===== src/rtl/fupe_pkg.sv =====
`default_nettype none

package fupe_pkg;

  localparam int unsigned NumSlots = 8;
  localparam int unsigned SlotIdxW = $clog2(NumSlots);
  localparam int unsigned SlotCntW = $clog2(NumSlots + 1);
  localparam int unsigned PrefixLen = 7;

  localparam logic [15:0] CapReset = 16'd12304;
  localparam logic [7:0]  ChSlash = 8'h2f;
  localparam logic [7:0]  ChPercent = 8'h25;

  typedef enum logic [1:0] {
    ST_OK       = 2'd0,
    ST_BAD_PATH = 2'd1,
    ST_OVERFLOW = 2'd2
  } status_e;

  typedef enum logic [0:0] {
    REG_OUT_CAPACITY = 1'b0
  } reg_idx_e;

  typedef struct packed {
    logic [7:0] ch;
    logic       last;
    status_e    st;
  } result_t;

  typedef struct packed {
    result_t [NumSlots-1:0] ent;
    logic [SlotCntW-1:0]    cnt;
  } burst_t;

  function automatic logic passes_through(input logic [7:0] b);
    logic ok;
    ok = ((b >= 8'h41) && (b <= 8'h5a)) || ((b >= 8'h61) && (b <= 8'h7a)) ||
         ((b >= 8'h30) && (b <= 8'h39)) || (b == 8'h2d) || (b == 8'h5f) ||
         (b == 8'h2e) || (b == 8'h7e) || (b == ChSlash);
    return ok;
  endfunction

  function automatic logic [7:0] hex_char(input logic [3:0] nib);
    logic [7:0] c;
    if (nib < 4'd10) begin
      c = 8'h30 + {4'h0, nib};
    end else begin
      c = 8'h37 + {4'h0, nib};
    end
    return c;
  endfunction

  function automatic logic [7:0] prefix_char(input logic [2:0] idx);
    logic [7:0] c;
    case (idx)
      3'd0:    c = 8'h66;
      3'd1:    c = 8'h69;
      3'd2:    c = 8'h6c;
      3'd3:    c = 8'h65;
      3'd4:    c = 8'h3a;
      3'd5:    c = 8'h2f;
      3'd6:    c = 8'h2f;
      default: c = ChSlash;
    endcase
    return c;
  endfunction

endpackage

`default_nettype wire


===== src/rtl/fupe_cfg.sv =====
`default_nettype none

module fupe_cfg
  import fupe_pkg::*;
(
  input  wire logic        clk_i,
  input  wire logic        rst_ni,
  input  wire logic        psel,
  input  wire logic        penable,
  input  wire logic        pwrite,
  input  wire logic [2:0]  paddr,
  input  wire logic [31:0] pwdata,
  output logic [31:0]      prdata,
  output logic             pready,
  output logic [15:0]      cap_o
);

  logic [15:0] cap_q;
  logic [15:0] cap_d;
  logic        hit;

  assign pready = 1'b1;
  assign hit = (paddr[2] == REG_OUT_CAPACITY) && (paddr[1:0] == 2'b00);

  always_comb begin
    cap_d = cap_q;
    if (psel && penable && pwrite && pready && hit) begin
      cap_d = pwdata[15:0];
    end
  end

  always_ff @(posedge clk_i or negedge rst_ni) begin
    if (!rst_ni) begin
      cap_q <= CapReset;
    end else begin
      cap_q <= cap_d;
    end
  end

  assign prdata = hit ? {16'h0000, cap_q} : 32'h0000_0000;
  assign cap_o = cap_q;

endmodule

`default_nettype wire


===== src/rtl/fupe_expand.sv =====
`default_nettype none

module fupe_expand
  import fupe_pkg::*;
(
  input  wire logic       clk_i,
  input  wire logic       rst_ni,
  input  wire logic       accept_i,
  input  wire logic [7:0] path_byte_i,
  input  wire logic       end_of_path_i,
  input  wire logic [15:0] cap_i,
  output burst_t          burst_o
);

  logic [15:0] wc_q, wc_d;
  logic        started_q, started_d;
  logic        failed_q, failed_d;

  logic [17:0]         avail;
  logic [3:0]          space;
  logic [SlotCntW-1:0] nchars;
  logic                marker;
  status_e             mst;
  logic [7:0]          chars [NumSlots];

  always_comb begin
    avail = {2'b00, cap_i} - {2'b00, wc_q} - 18'd1;
    if (avail[17]) begin
      space = 4'd0;
    end else if (avail[16:0] > 17'd15) begin
      space = 4'd15;
    end else begin
      space = avail[3:0];
    end

    nchars = '0;
    marker = 1'b0;
    mst = ST_OK;
    wc_d = wc_q;
    started_d = started_q;
    failed_d = failed_q;
    for (int i = 0; i < NumSlots; i++) begin
      chars[i] = 8'h00;
    end

    if (accept_i) begin
      if (end_of_path_i) begin
        if (!failed_q) begin
          marker = 1'b1;
          if (!started_q) begin
            mst = ST_BAD_PATH;
          end else if (space == 4'd0) begin
            mst = ST_OVERFLOW;
          end else begin
            mst = ST_OK;
          end
        end
        wc_d = '0;
        started_d = 1'b0;
        failed_d = 1'b0;
      end else if (failed_q) begin
        wc_d = wc_q;
      end else if (!started_q) begin
        if (path_byte_i != ChSlash) begin
          marker = 1'b1;
          mst = ST_BAD_PATH;
          failed_d = 1'b1;
        end else begin
          started_d = 1'b1;
          for (int i = 0; i < NumSlots; i++) begin
            chars[i] = (i < PrefixLen) ? prefix_char(3'(i)) : ChSlash;
          end
          if (space < 4'(NumSlots)) begin
            nchars = SlotCntW'(space);
            marker = 1'b1;
            mst = ST_OVERFLOW;
            failed_d = 1'b1;
          end else begin
            nchars = SlotCntW'(NumSlots);
            wc_d = wc_q + 16'(NumSlots);
          end
        end
      end else if (passes_through(path_byte_i)) begin
        chars[0] = path_byte_i;
        if (space == 4'd0) begin
          marker = 1'b1;
          mst = ST_OVERFLOW;
          failed_d = 1'b1;
        end else begin
          nchars = SlotCntW'(1);
          wc_d = wc_q + 16'd1;
        end
      end else begin
        chars[0] = ChPercent;
        chars[1] = hex_char(path_byte_i[7:4]);
        chars[2] = hex_char(path_byte_i[3:0]);
        if (space < 4'd3) begin
          marker = 1'b1;
          mst = ST_OVERFLOW;
          failed_d = 1'b1;
        end else begin
          nchars = SlotCntW'(3);
          wc_d = wc_q + 16'd3;
        end
      end
    end

    for (int i = 0; i < NumSlots; i++) begin
      if (SlotCntW'(i) < nchars) begin
        burst_o.ent[i] = '{ch: chars[i], last: 1'b0, st: ST_OK};
      end else if ((SlotCntW'(i) == nchars) && marker) begin
        burst_o.ent[i] = '{ch: 8'h00, last: 1'b1, st: mst};
      end else begin
        burst_o.ent[i] = '{ch: 8'h00, last: 1'b0, st: ST_OK};
      end
    end
    burst_o.cnt = nchars + SlotCntW'(marker);
  end

  always_ff @(posedge clk_i or negedge rst_ni) begin
    if (!rst_ni) begin
      wc_q <= '0;
      started_q <= 1'b0;
      failed_q <= 1'b0;
    end else begin
      wc_q <= wc_d;
      started_q <= started_d;
      failed_q <= failed_d;
    end
  end

endmodule

`default_nettype wire


===== src/rtl/fupe_drain.sv =====
`default_nettype none

module fupe_drain
  import fupe_pkg::*;
(
  input  wire logic   clk_i,
  input  wire logic   rst_ni,
  input  wire logic   load_i,
  input  wire burst_t burst_i,
  output logic        in_ready_o,
  output logic        out_valid_o,
  input  wire logic   out_ready_i,
  output logic [7:0]  out_char_o,
  output logic        last_out_o,
  output logic [1:0]  status_o
);

  result_t [NumSlots-1:0] ent_q, ent_d;
  logic [SlotCntW-1:0]    cnt_q, cnt_d;
  logic [SlotIdxW-1:0]    idx_q, idx_d;
  logic                   vld_q, vld_d;
  logic                   take;
  logic                   final_take;
  result_t                cur;

  assign take = vld_q && out_ready_i;
  assign final_take = take && ((SlotCntW'(idx_q) + SlotCntW'(1)) == cnt_q);
  assign in_ready_o = !vld_q || final_take;

  always_comb begin
    ent_d = ent_q;
    cnt_d = cnt_q;
    idx_d = idx_q;
    vld_d = vld_q;
    if (load_i) begin
      ent_d = burst_i.ent;
      cnt_d = burst_i.cnt;
      idx_d = '0;
      vld_d = (burst_i.cnt != '0);
    end else if (final_take) begin
      vld_d = 1'b0;
    end else if (take) begin
      idx_d = idx_q + SlotIdxW'(1);
    end
  end

  always_ff @(posedge clk_i or negedge rst_ni) begin
    if (!rst_ni) begin
      cnt_q <= '0;
      idx_q <= '0;
      vld_q <= 1'b0;
    end else begin
      cnt_q <= cnt_d;
      idx_q <= idx_d;
      vld_q <= vld_d;
    end
  end

  always_ff @(posedge clk_i) begin
    ent_q <= ent_d;
  end

  assign cur = ent_q[idx_q];
  assign out_valid_o = vld_q;
  assign out_char_o = cur.ch;
  assign last_out_o = cur.last;
  assign status_o = cur.st;

  a_idx_in_range: assert property (@(posedge clk_i) disable iff (!rst_ni)
    vld_q |-> (SlotCntW'(idx_q) < cnt_q))
    else $error("slot index past request count");

  a_hold_when_stalled: assert property (@(posedge clk_i) disable iff (!rst_ni)
    (vld_q && !out_ready_i) |=> (vld_q && $stable(idx_q)))
    else $error("burst advanced without a taker");

  a_load_restarts: assert property (@(posedge clk_i) disable iff (!rst_ni)
    load_i |=> (idx_q == '0))
    else $error("new request did not restart slot index");

endmodule

`default_nettype wire


===== src/rtl/file_uri_percent_encoder.sv =====
`default_nettype none

// The first result, if any, appears in the cycle after the request is accepted.
// Each request gives 0 to 8 results, one per cycle while out_ready_i is high; a
// byte gives 1 or 3, the first byte of a path up to 8. The next request is
// taken in the cycle the last result of the previous one is taken, so the rate
// is set by the result port. Reset clears path state and sets capacity to 12304.

module file_uri_percent_encoder
  import fupe_pkg::*;
(
  input  wire logic        clk_i,
  input  wire logic        rst_ni,
  input  wire logic        psel,
  input  wire logic        penable,
  input  wire logic        pwrite,
  input  wire logic [2:0]  paddr,
  input  wire logic [31:0] pwdata,
  output logic [31:0]      prdata,
  output logic             pready,
  input  wire logic        in_valid_i,
  output logic             in_ready_o,
  input  wire logic [7:0]  path_byte_i,
  input  wire logic        end_of_path_i,
  output logic             out_valid_o,
  input  wire logic        out_ready_i,
  output logic [7:0]       out_char_o,
  output logic             last_out_o,
  output logic [1:0]       status_o
);

  logic [15:0] cap;
  logic        accept;
  burst_t      burst;

  assign accept = in_valid_i && in_ready_o;

  fupe_cfg u_cfg (
    .clk_i   (clk_i),
    .rst_ni  (rst_ni),
    .psel    (psel),
    .penable (penable),
    .pwrite  (pwrite),
    .paddr   (paddr),
    .pwdata  (pwdata),
    .prdata  (prdata),
    .pready  (pready),
    .cap_o   (cap)
  );

  fupe_expand u_expand (
    .clk_i         (clk_i),
    .rst_ni        (rst_ni),
    .accept_i      (accept),
    .path_byte_i   (path_byte_i),
    .end_of_path_i (end_of_path_i),
    .cap_i         (cap),
    .burst_o       (burst)
  );

  fupe_drain u_drain (
    .clk_i       (clk_i),
    .rst_ni      (rst_ni),
    .load_i      (accept),
    .burst_i     (burst),
    .in_ready_o  (in_ready_o),
    .out_valid_o (out_valid_o),
    .out_ready_i (out_ready_i),
    .out_char_o  (out_char_o),
    .last_out_o  (last_out_o),
    .status_o    (status_o)
  );

endmodule

`default_nettype wire


===== config.mk =====
export PLATFORM = sky130hd
export DESIGN_NAME = file_uri_percent_encoder
export DESIGN_NICKNAME = d
export VERILOG_FILES = /design/src/rtl/fupe_pkg.sv /design/src/rtl/fupe_cfg.sv /design/src/rtl/fupe_expand.sv /design/src/rtl/fupe_drain.sv /design/src/rtl/file_uri_percent_encoder.sv
export SDC_FILE = /design/constraint.sdc
export NUM_CORES = 1
export LEC_CHECK = 0
export ABC_AREA = 0
export ABC_CLOCK_PERIOD_IN_PS = 5700
export BUFFER_PORTS_ARGS = -buffer_cell sky130_fd_sc_hd__buf_2
export CORE_MARGIN = 2
export CORE_UTILIZATION = 40
export CTS_CLUSTER_DIAMETER = 30
export CTS_CLUSTER_SIZE = 8
export DETAILED_ROUTE_END_ITERATION = 8
export MAX_ROUTING_LAYER = met4
export PLACE_DENSITY = 0.6
export SETUP_SLACK_MARGIN = 0.5
export SYNTH_ARGS = -nofsm -noshare
export SYNTH_HDL_FRONTEND = slang
export SYNTH_SLANG_ARGS = --single-unit

===== constraint.sdc =====
create_clock -name clk_i -period 5.7 [get_ports clk_i]
set_input_delay 0.855 -clock clk_i [delete_from_list [all_inputs] [get_ports clk_i]]
set_output_delay 0.855 -clock clk_i [all_outputs]
set_load 0.005 [all_outputs]

==> results of run 1 <==
through the flow:
stage,setup slack (ps),util [%]
after floorplan,1222,-
after global placement,728.1,43.31
after detailed placement,666.9,43.31
after CTS,843.9,45.05
after global routing,612.2,45.05
final,840.6,45.05
per-layer routing:
layer	part of all wire [%]	global-route usage, %
met5	0	-
met3	3.3	3.175
met4	1.6	5.496
met1	46	22.07
met2	49	30.31
cells in the final DEF (no fill, tap or decap), drive strengths merged, types with 20 or more instances in the layout:
cell / n
nor2: 56
a21oi: 42
ha: 32
nand2: 47
o21ai: 35
mux2: 20
conb: 25
dfrtp: 39
buf: 69
edfxtp: 51
inv: 45
and2: 26
final timing paths:
| path | from | to | slack, ps | cells after the start |
|---|---|---|---|---|
| setup / recovery | u_expand.wc_q[0] | u_drain.out_valid_o | 840 | 17 |
| hold / removal | u_drain.cnt_q[2] | u_drain.cnt_q[2] | 500 | 2 |
| setup reg to reg | u_expand.wc_q[0] | u_drain.out_valid_o | 840 | 17 |
| hold reg to reg | u_drain.cnt_q[2] | u_drain.cnt_q[2] | 500 | 2 |
| max in group asynchronous | rst_ni | u_drain.cnt_q[3] | 4330 | 1 |
| min in group asynchronous | rst_ni | u_cfg.cap_o[1] | 680 | 1 |
worst reg2reg max path: stages, from the launching register on:
cell	delay, ps
dfrtp_1	470
ha_1	290
fa_1	440
and2b_4	290
o22a_1	210
xor2_1	420
nor3_1	120
xnor2_1	200
nand4b_2	180
or3_1	580
o211a_4	400
nor2_2	120
nor2_1	70
nor2_1	130
ha_1	190
ha_1	250
o31ai_1	230
nand4_1	110
kinds of logic (layout without fill, tap and decap cells):
kind of cell	Yosys count	count (layout)	share of synthesized area, %
buffers and inverters	87	125	6.791
adders and majority gates	36	36	6.866
AOI/OAI and AO/OA	155	155	17.93
other	2	25	0.1114
xor gates and xnor gates	26	26	3.489
and+or+nand+nor	225	225	18.44
DFF	93	93	38.36
muxes	39	39	8.017
final cells by class:
class,count,area (um2)
flip-flops and latches,93,2586
repair buffers,69,360.3
multi-input cells,506,3785
clock buffers,9,225.2
clock inverters,7,62.56
inverters,40,150.1
well taps,220,275.3
fillers,1592,9080
report_power, final:
part           leakage [nW]  internal (mW)  switching (mW)
Clock                 0.145          0.307           0.285
Combinational          1.86          0.449           0.630
Sequential             1.05          0.852          0.0563
Total                  3.06           1.61           0.971
sequential cells by signal (all words and copies together) (netlist names):
register and flops:
u_expand.wc_q 16, u_expand.started_q 1, u_drain.idx_q 3, u_expand.failed_q 1
u_drain.out_valid_o 1, u_cfg.cap_o 16, u_drain.cnt_q 4, u_drain.ent_q 51
==> metrics.md, run 1 <==
| Metric | Value |
|---|---|
| Async set-reset flop share out of synthesis | `45.16%` |
| Worst setup EP type | `flip-flop` |
| Fraction of layout cells with a size suffix above 1 | `23.62%` |
| CP Launch Type | `flip-flop` |
| Placed Instance Area | `7157 um2` |
| WP data required | `5910 ps` |
| Maximum vdd drop | `0.2021 mV` |
| Cell count after synthesis | `663` |
| Critical path class | `reg2reg` |
| Main synth FF type | `edfxtp_1` |
| Setup violations, final | `0` |
| N_diodes | `0` |
| Final max-slew violation count | `0` |
| Die Footprint | `17910 um2` |
| Synth Warn # | `0` |
| Max incr delay on CP | `580 ps` |
| # nets final | `804` |
| Crit path max fanout | `11` |
| Initial antenna violation count | `0` |
| Pwr/cell area | `346.3 nW/um2` |
| Post-synth top area share | `22.71%` |
| Worst skew pair latency | `360 ps` |
| CTS Buffer Depth | `2` |
| Post-Place Cells | `928` |
| Post-route ant nets | `0` |
| Power, Total | `2.578 mW` |
| Ranking of synthesized cells by area | `edfxtp_1 (23%), dfrtp_1 (14%), ha_1 (5.9%)` |
| Seq/Total Area, Yosys | `38.36%` |
| Via-to-Cell Ratio | `5.346` |
| CP Cell Sequence | `ha_1 -> fa_1 -> and2b_4 -> o22a_1 -> xor2_1 -> nor3_1 -> xnor2_1 -> nand4b_2 -> or3_1 -> o211a_4 -> nor2_2 -> nor2_1 -> nor2_1 -> ha_1 -> ha_1 -> o31ai_1 -> nand4_1` |
| Clock Sinks | `93` |
| Mapped Area | `6743 um2` |
| Max cap viols | `0` |
| Setup bufs post-CTS | `0` |
| Cts hold-fix bufs | `0` |
| Worst Clk Skew | `12.98 ps` |
| HPWL Detailed | `11170 um` |
| Final min period | `4859 ps` |
| Overall Global Routing Usage | `17.97%` |
| Number of global-route vias before repair | `5009` |
| Die X-Extent | `133.8 um` |
| Final WL | `14920 um` |
| Data arrival time of the worst path | `5070 ps` |
| Fin cells | `944` |
| Core area | `16520 um2` |
| GR Overflow Total | `0` |
| CP most frequent cell | `ha_1` |
| DR WL/cell | `15.80 um` |
| First-pass GRT wire length | `24930 um` |
| Synth cell count leaders | `nor2_1 (53), edfxtp_1 (51), nand2_1 (45)` |
| H-Tree Depth | `3` |
| Area grow syn2layout | `10.41%` |
| Top delay family on crit path | `simple AND/OR/NAND/NOR gates` |
| Slew @ Worst Pin | `1080 ps` |
| DRC Markers | `0` |
| Slew HR | `27.99%` |
| Port Buffers | `63` |
| Root buffer cell | `clkbuf_16` |
| CTS tree | `done` |
| Final setup TNS | `0 ps` |
| Clk slew on worst S/H paths | `70 ps` |
| Via count | `5047` |
| Final Cycle Share | `85.25%` |
| CTS buffer count | `9` |
| Status | `complete, no violations` |
| Hold Fails Final Rpt | `0` |
| I/O Pins | `97` |
| Starting Density | `40.80%` |
| Syn_area_per_cell | `10.17 um2` |
| Buf/Inv on CP | `0` |
| Type of the most critical hold path | `reg2reg` |
| Post-synthesis sequential element count | `93` |
| 1st-pass router iterations | `5` |
| Most frequent cell after synthesis | `nor2_1` |
| Min Hold Slack | `501.3 ps` |
| Die Span Y | `133.8 um` |
| Gp weighted congestion | `0.8749` |
| Design area | `7445 um2` |
| Fmax | `0.2058 GHz` |
| Number of synthesized flops with an enable pin | `51` |
| Number of distinct library cells after synthesis | `99` |
| Pleak | `3.060 nW` |
| CP max-delay cell | `or3_1` |
| Largest net degree at the start of global routing | `62` |
| Initial drt markers | `267` |
| Resize count post-CTS | `0` |
| RSZ-0062 raised after global routing | `false` |
| Largest area contributor in the netlist | `edfxtp_1` |
| # rows | `47` |
(Power assumes the default switching activity.)
==> run 2: changes to the inputs <==
--- a/config.mk
+++ b/config.mk
@@ -8,13 +8,15 @@
 export ABC_AREA = 0
 export ABC_CLOCK_PERIOD_IN_PS = 5700
 export BUFFER_PORTS_ARGS = -buffer_cell sky130_fd_sc_hd__buf_2
+export CELL_PAD_IN_SITES_DETAIL_PLACEMENT = 1
+export CELL_PAD_IN_SITES_GLOBAL_PLACEMENT = 1
 export CORE_MARGIN = 2
 export CORE_UTILIZATION = 40
 export CTS_CLUSTER_DIAMETER = 30
 export CTS_CLUSTER_SIZE = 8
 export DETAILED_ROUTE_END_ITERATION = 8
 export MAX_ROUTING_LAYER = met4
-export PLACE_DENSITY = 0.6
+export PLACE_DENSITY = 0.74
 export SETUP_SLACK_MARGIN = 0.5
 export SYNTH_ARGS = -nofsm -noshare
 export SYNTH_HDL_FRONTEND = slang
==> metrics.md, run 2 (synthesized netlist as in run 1, its figures left out) <==
| Metric | Value |
|---|---|
| Status | `complete, no violations` |
| Final max-slew violation count | `0` |
| Fraction of layout cells with a size suffix above 1 | `24.07%` |
| Placed Instance Area | `7164 um2` |
| Area grow syn2layout | `11.13%` |
| WP data required | `5910 ps` |
| Most frequent cells in the layout | `buf_2 (63), nor2_1 (53), edfxtp_1 (51)` |
| Die X-Extent | `133.8 um` |
| Final Cycle Share | `86.19%` |
| GR Overflow Total | `0` |
| Reg2reg end | `u_drain.out_valid_o` |
| CTS Buffer Depth | `2` |
| Root buffer cell | `clkbuf_16` |
| CP Cell Sequence | `ha_1 -> fa_1 -> and2b_4 -> o21ai_2 -> a21oi_1 -> a311oi_1 -> o31a_2 -> a21oi_4 -> nor3b_4 -> nor2_2 -> nor2_1 -> nor2_1 -> ha_1 -> ha_1 -> xor2_1 -> o31ai_1 -> nand4_1` |
| Port Buffers | `63` |
| R2R cell count | `17` |
| Max reg flops | `51` |
| Max cap viols | `0` |
| Area of the multi-input gates | `3792 um2` |
| Data arrival time of the worst path | `5120 ps` |
| # nets final | `807` |
| Reg2reg setup slack | `790 ps` |
| Critical path class | `reg2reg` |
| I/O Pins | `97` |
| Top delay family on crit path | `compound AO/OA/AOI/OAI gates` |
| DR WL/cell | `17.83 um` |
| Clock Sinks | `93` |
| Most common cell after layout, fill and taps aside | `buf_2` |
| Via count | `5157` |
| DRC Markers | `0` |
| H-Tree Depth | `3` |
| Critical path depth | `17` |
| Slew @ Worst Pin | `1080 ps` |
| Initial antenna violation count | `0` |
| CTS tree | `done` |
| Final WL | `16880 um` |
| Type of the most critical hold path | `reg2reg` |
| 1st-pass router iterations | `4` |
| Die Footprint | `17910 um2` |
| CP most frequent cell | `ha_1` |
| Final setup TNS | `0 ps` |
| # rows | `47` |
| Pwr/cell area | `354.3 nW/um2` |
| Worst Clk Skew | `6.620 ps` |
| Hold path start | `u_drain.cnt_q[2]` |
| Fmax | `0.2036 GHz` |
| Final min period | `4913 ps` |
| Die Span Y | `133.8 um` |
| Worst skew pair latency | `360 ps` |
| Slew HR | `28.01%` |
| Register with the most flip-flops | `u_drain.ent_q` |
| Maximum vdd drop | `0.1678 mV` |
| Setup violations, final | `0` |
| Pleak | `3.082 nW` |
| Starting Density | `40.80%` |
| Crit path launch | `u_expand.wc_q[0]` |
| First-pass GRT wire length | `27730 um` |
| Hold Fails Final Rpt | `0` |
| Reg area | `2586 um2` |
| Worst R2R Start | `u_expand.wc_q[0]` |
| Overall Global Routing Usage | `20.07%` |
| Crit path max fanout | `9` |
| Largest net degree at the start of global routing | `62` |
| CP Launch Type | `flip-flop` |
| Buf/Inv on CP | `0` |
| HPWL Detailed | `12530 um` |
| Core area | `16520 um2` |
| CP max-delay cell | `nor3b_4` |
| Via-to-Cell Ratio | `5.446` |
| Initial drt markers | `223` |
| Gp weighted congestion | `0.8337` |
| Cts hold-fix bufs | `0` |
| Worst setup EP type | `flip-flop` |
| N_diodes | `0` |
| Max incr delay on CP | `600 ps` |
| # fillers | `1901` |
| Number of global-route vias before repair | `5413` |
| Post-route ant nets | `0` |
| Clk slew on worst S/H paths | `70 ps` |
| Design area | `7493 um2` |
| CTS buffer count | `9` |
| CP Capture Point | `u_drain.out_valid_o` |
| RSZ-0062 raised after global routing | `false` |
==> run 2: worst min-delay path by stage <==
stage | endpoint | cells after the start
after floorplan | u_drain.cnt_q[1] | 2
after global placement | u_drain.cnt_q[0] | 2
after detailed placement | u_drain.cnt_q[2] | 2
after CTS | u_drain.cnt_q[2] | 2
after global routing | u_drain.cnt_q[2] | 2
final | u_drain.cnt_q[2] | 2
==> run 2: layer usage <==
layer  routed length [um]  vias to the layer above  track usage, %
li1                     -                     2494               -
met1                 7484                     2564           23.57
met2                 8725                       82           35.70
met3                  407                       17           3.137
met4                  265                        0           5.556
met5                    0                        -               -
==> run 2: per-stage QoR <==
stage	util [%]	setup WS (ps)	power (mW)	instances	hold WS, ps
final	45.35	787.3	2.655	947	498.8
after global routing	45.35	481.2	2.826	947	521.6
after CTS	45.21	752.2	2.677	945	501.2
after detailed placement	43.36	619.3	2.030	929	482.8
after global placement	43.36	730.7	1.971	929	487.2
after floorplan	-	1222	1.754	686	465.3
==> run 2: layout make-up <==
type	instances	share of cell area (%)
Clock buffer	10	3.339
Clock inverter	6	0.7514
Inverter	40	2.004
Multi-Input combinational cell	506	50.61
Sequential cell	93	34.51
Tap cell	220	3.673
Timing Repair Buffer	72	5.109
==> run 2: repair_timing <==
action,in CTS,in global routing
endpoints found under the setup margin,0,1
endpoints found under the hold margin,0,0
resized for setup,0,1
setup buffers,0,2
==> run 2: power breakdown <==
group          switching (mW)  internal [mW]
clock network           0.298          0.333
registers              0.0569          0.852
logic                   0.663          0.452
==> run 2: worst min-delay path, cell delays in order, from the launching register on <==
cell	delay [ps]
dfrtp_1	360
nand2_1	50
nand2_1	60
==> run 3: changes to the inputs <==
--- a/config.mk
+++ b/config.mk
@@ -6,7 +6,6 @@
 export NUM_CORES = 1
 export LEC_CHECK = 0
 export ABC_AREA = 0
-export ABC_CLOCK_PERIOD_IN_PS = 5700
 export BUFFER_PORTS_ARGS = -buffer_cell sky130_fd_sc_hd__buf_2
 export CELL_PAD_IN_SITES_DETAIL_PLACEMENT = 1
 export CELL_PAD_IN_SITES_GLOBAL_PLACEMENT = 1
==> constraint.sdc (replaced) <==
create_clock -name clk_i -period 6.03 [get_ports clk_i]
set_input_delay 0.9045 -clock clk_i [delete_from_list [all_inputs] [get_ports clk_i]]
set_output_delay 0.9045 -clock clk_i [all_outputs]
set_load 0.005 [all_outputs]
==> metrics.md, run 3 (synthesized netlist as in run 1, its figures left out) <==
| Metric | Value |
|---|---|
| Status | `complete, no violations` |
| Final setup TNS | `0 ps` |
| Post-route ant nets | `0` |
| 1st-pass router iterations | `4` |
| RSZ-0062 raised after global routing | `false` |
| Core area | `16520 um2` |
| Fmax | `0.2059 GHz` |
| Hold path depth | `2` |
| Number of global-route vias before repair | `5598` |
| Via-to-Cell Ratio | `5.494` |
| Area grow syn2layout | `10.48%` |
| Max reg flops | `51` |
| Pleak | `3.051 nW` |
| Data arrival time of the worst path | `5060 ps` |
| Post-Place Cells | `926` |
| Largest net degree at the start of global routing | `62` |
| Starting Density | `40.80%` |
| Critical path class | `reg2reg` |
| CP Launch Type | `flip-flop` |
| Worst setup EP type | `flip-flop` |
| I/O Pins | `97` |
| Resize count post-CTS | `0` |
| R2R cell count | `17` |
| CTS tree | `done` |
| Final WL | `16830 um` |
| Final min period | `4858 ps` |
| # nets final | `802` |
| GR Overflow Total | `0` |
| DR WL/cell | `17.86 um` |
| Die X-Extent | `133.8 um` |
| Cts hold-fix bufs | `0` |
| Max incr delay on CP | `580 ps` |
| Final max-slew violation count | `0` |
| Fraction of layout cells with a size suffix above 1 | `23.41%` |
| Most frequent cells in the layout | `buf_2 (63), nor2_1 (53), edfxtp_1 (51)` |
| Setup violations, final | `0` |
| H-Tree Depth | `3` |
| Final Cycle Share | `80.56%` |
| Root buffer cell | `clkbuf_16` |
| Hold Fails Final Rpt | `0` |
| Overall Global Routing Usage | `20.34%` |
| First-pass GRT wire length | `28350 um` |
| Port Buffers | `63` |
| DRC Markers | `0` |
| Worst Clk Skew | `12.56 ps` |
| CTS Buffer Depth | `2` |
| Die Span Y | `133.8 um` |
| Min Hold Slack | `496.1 ps` |
| Initial drt markers | `290` |
| CTS buffer count | `9` |
| Register with the most flip-flops | `u_drain.ent_q` |
| CP max-delay cell | `or3_1` |
| Most common cell after layout, fill and taps aside | `buf_2` |
| Fin cells | `942` |
| # fillers | `1903` |
| Worst skew pair latency | `360 ps` |
| Max cap viols | `0` |
| Gp weighted congestion | `0.8347` |
| HPWL Detailed | `12580 um` |
| Initial antenna violation count | `0` |
| Type of the most critical hold path | `reg2reg` |
| Pwr/cell area | `335.2 nW/um2` |
| Fin util | `45.08%` |
| Clk slew on worst S/H paths | `70 ps` |
| Maximum vdd drop | `0.1917 mV` |
| WP data required | `6240 ps` |
| CP most frequent cell | `ha_1` |
| CP Cell Sequence | `ha_1 -> fa_1 -> and2b_4 -> o22a_1 -> xor2_1 -> nor3_1 -> xnor2_1 -> nand4b_2 -> or3_1 -> o211a_4 -> nor2_2 -> nor2_1 -> nor2_1 -> ha_1 -> ha_1 -> o31ai_1 -> nand4_1` |
| Slew HR | `28.72%` |
| N_diodes | `0` |
| Slew @ Worst Pin | `1069 ps` |
| Clock Sinks | `93` |
| Crit path max fanout | `11` |
| Setup bufs post-CTS | `0` |
| Die Footprint | `17910 um2` |
| Via count | `5175` |
| # rows | `47` |
[run 3: cell count changes in the layout (fill, tap and decap cells not counted), sizes merged]
cell      before  now
buf           72   67
clkinv         1    0
clkinvlp       1    2
[run 3: layer usage]
metal / vias up / global-route usage (%) / wire length [um]
met5: - / - / 0
met2: 79 / 36.13 / 8820
met1: 2587 / 24.14 / 7291
met4: 0 / 5.378 / 232
met3: 16 / 3.023 / 482
li1: 2493 / - / -
[run 3: final cells by class]
cell class | instances | area, um2 | area share [%]
clock buffers | 10 | 250.2 | 3.359
repair buffers | 67 | 345.3 | 4.636
well taps | 220 | 275.3 | 3.695
inverters | 40 | 150.1 | 2.015
multi-input cells | 506 | 3785 | 50.81
flip-flops and latches | 93 | 2586 | 34.72
clock inverters | 6 | 57.56 | 0.7726
[run 3: path summary, 6_finish.rpt]
check,start,endpoint,slack (ps)
min,u_drain.cnt_q[2],u_drain.cnt_q[2],500
max in group asynchronous,rst_ni,u_expand.started_q,4620
max reg2reg,u_expand.wc_q[0],u_drain.out_valid_o,1170
min in group asynchronous,rst_ni,u_cfg.cap_o[1],730
min reg2reg,u_drain.cnt_q[2],u_drain.cnt_q[2],500
max,u_expand.wc_q[0],u_drain.out_valid_o,1170
[run 3: power by group]
group / internal (mW) / total [mW] / switching, mW
registers: 0.805 / 0.880 / 0.0755
clock network: 0.316 / 0.602 / 0.287
logic: 0.422 / 1.01 / 0.593
total: 1.54 / 2.50 / 0.955
[run 3: through the flow]
stage | instance area [um2] | setup WS (ps) | power (mW)
final | 7450 | 1172 | 2.497
after global placement | 7142 | 1013 | 1.857
after CTS | 7450 | 1132 | 2.519
after floorplan | 6829 | 1503 | 1.658
after global routing | 7450 | 786.9 | 2.665
after detailed placement | 7142 | 862.1 | 1.911
[run 3: critical path: cells and delay by family, from the launching register on]
kind | cells | cell delay [ps]
adder cells (fa/ha/maj) | 4 | 1170
AND/OR/NAND/NOR | 8 | 1640
AO/OA/AOI/OAI | 3 | 830
flip-flops | 1 | 460
XOR/XNOR | 2 | 610
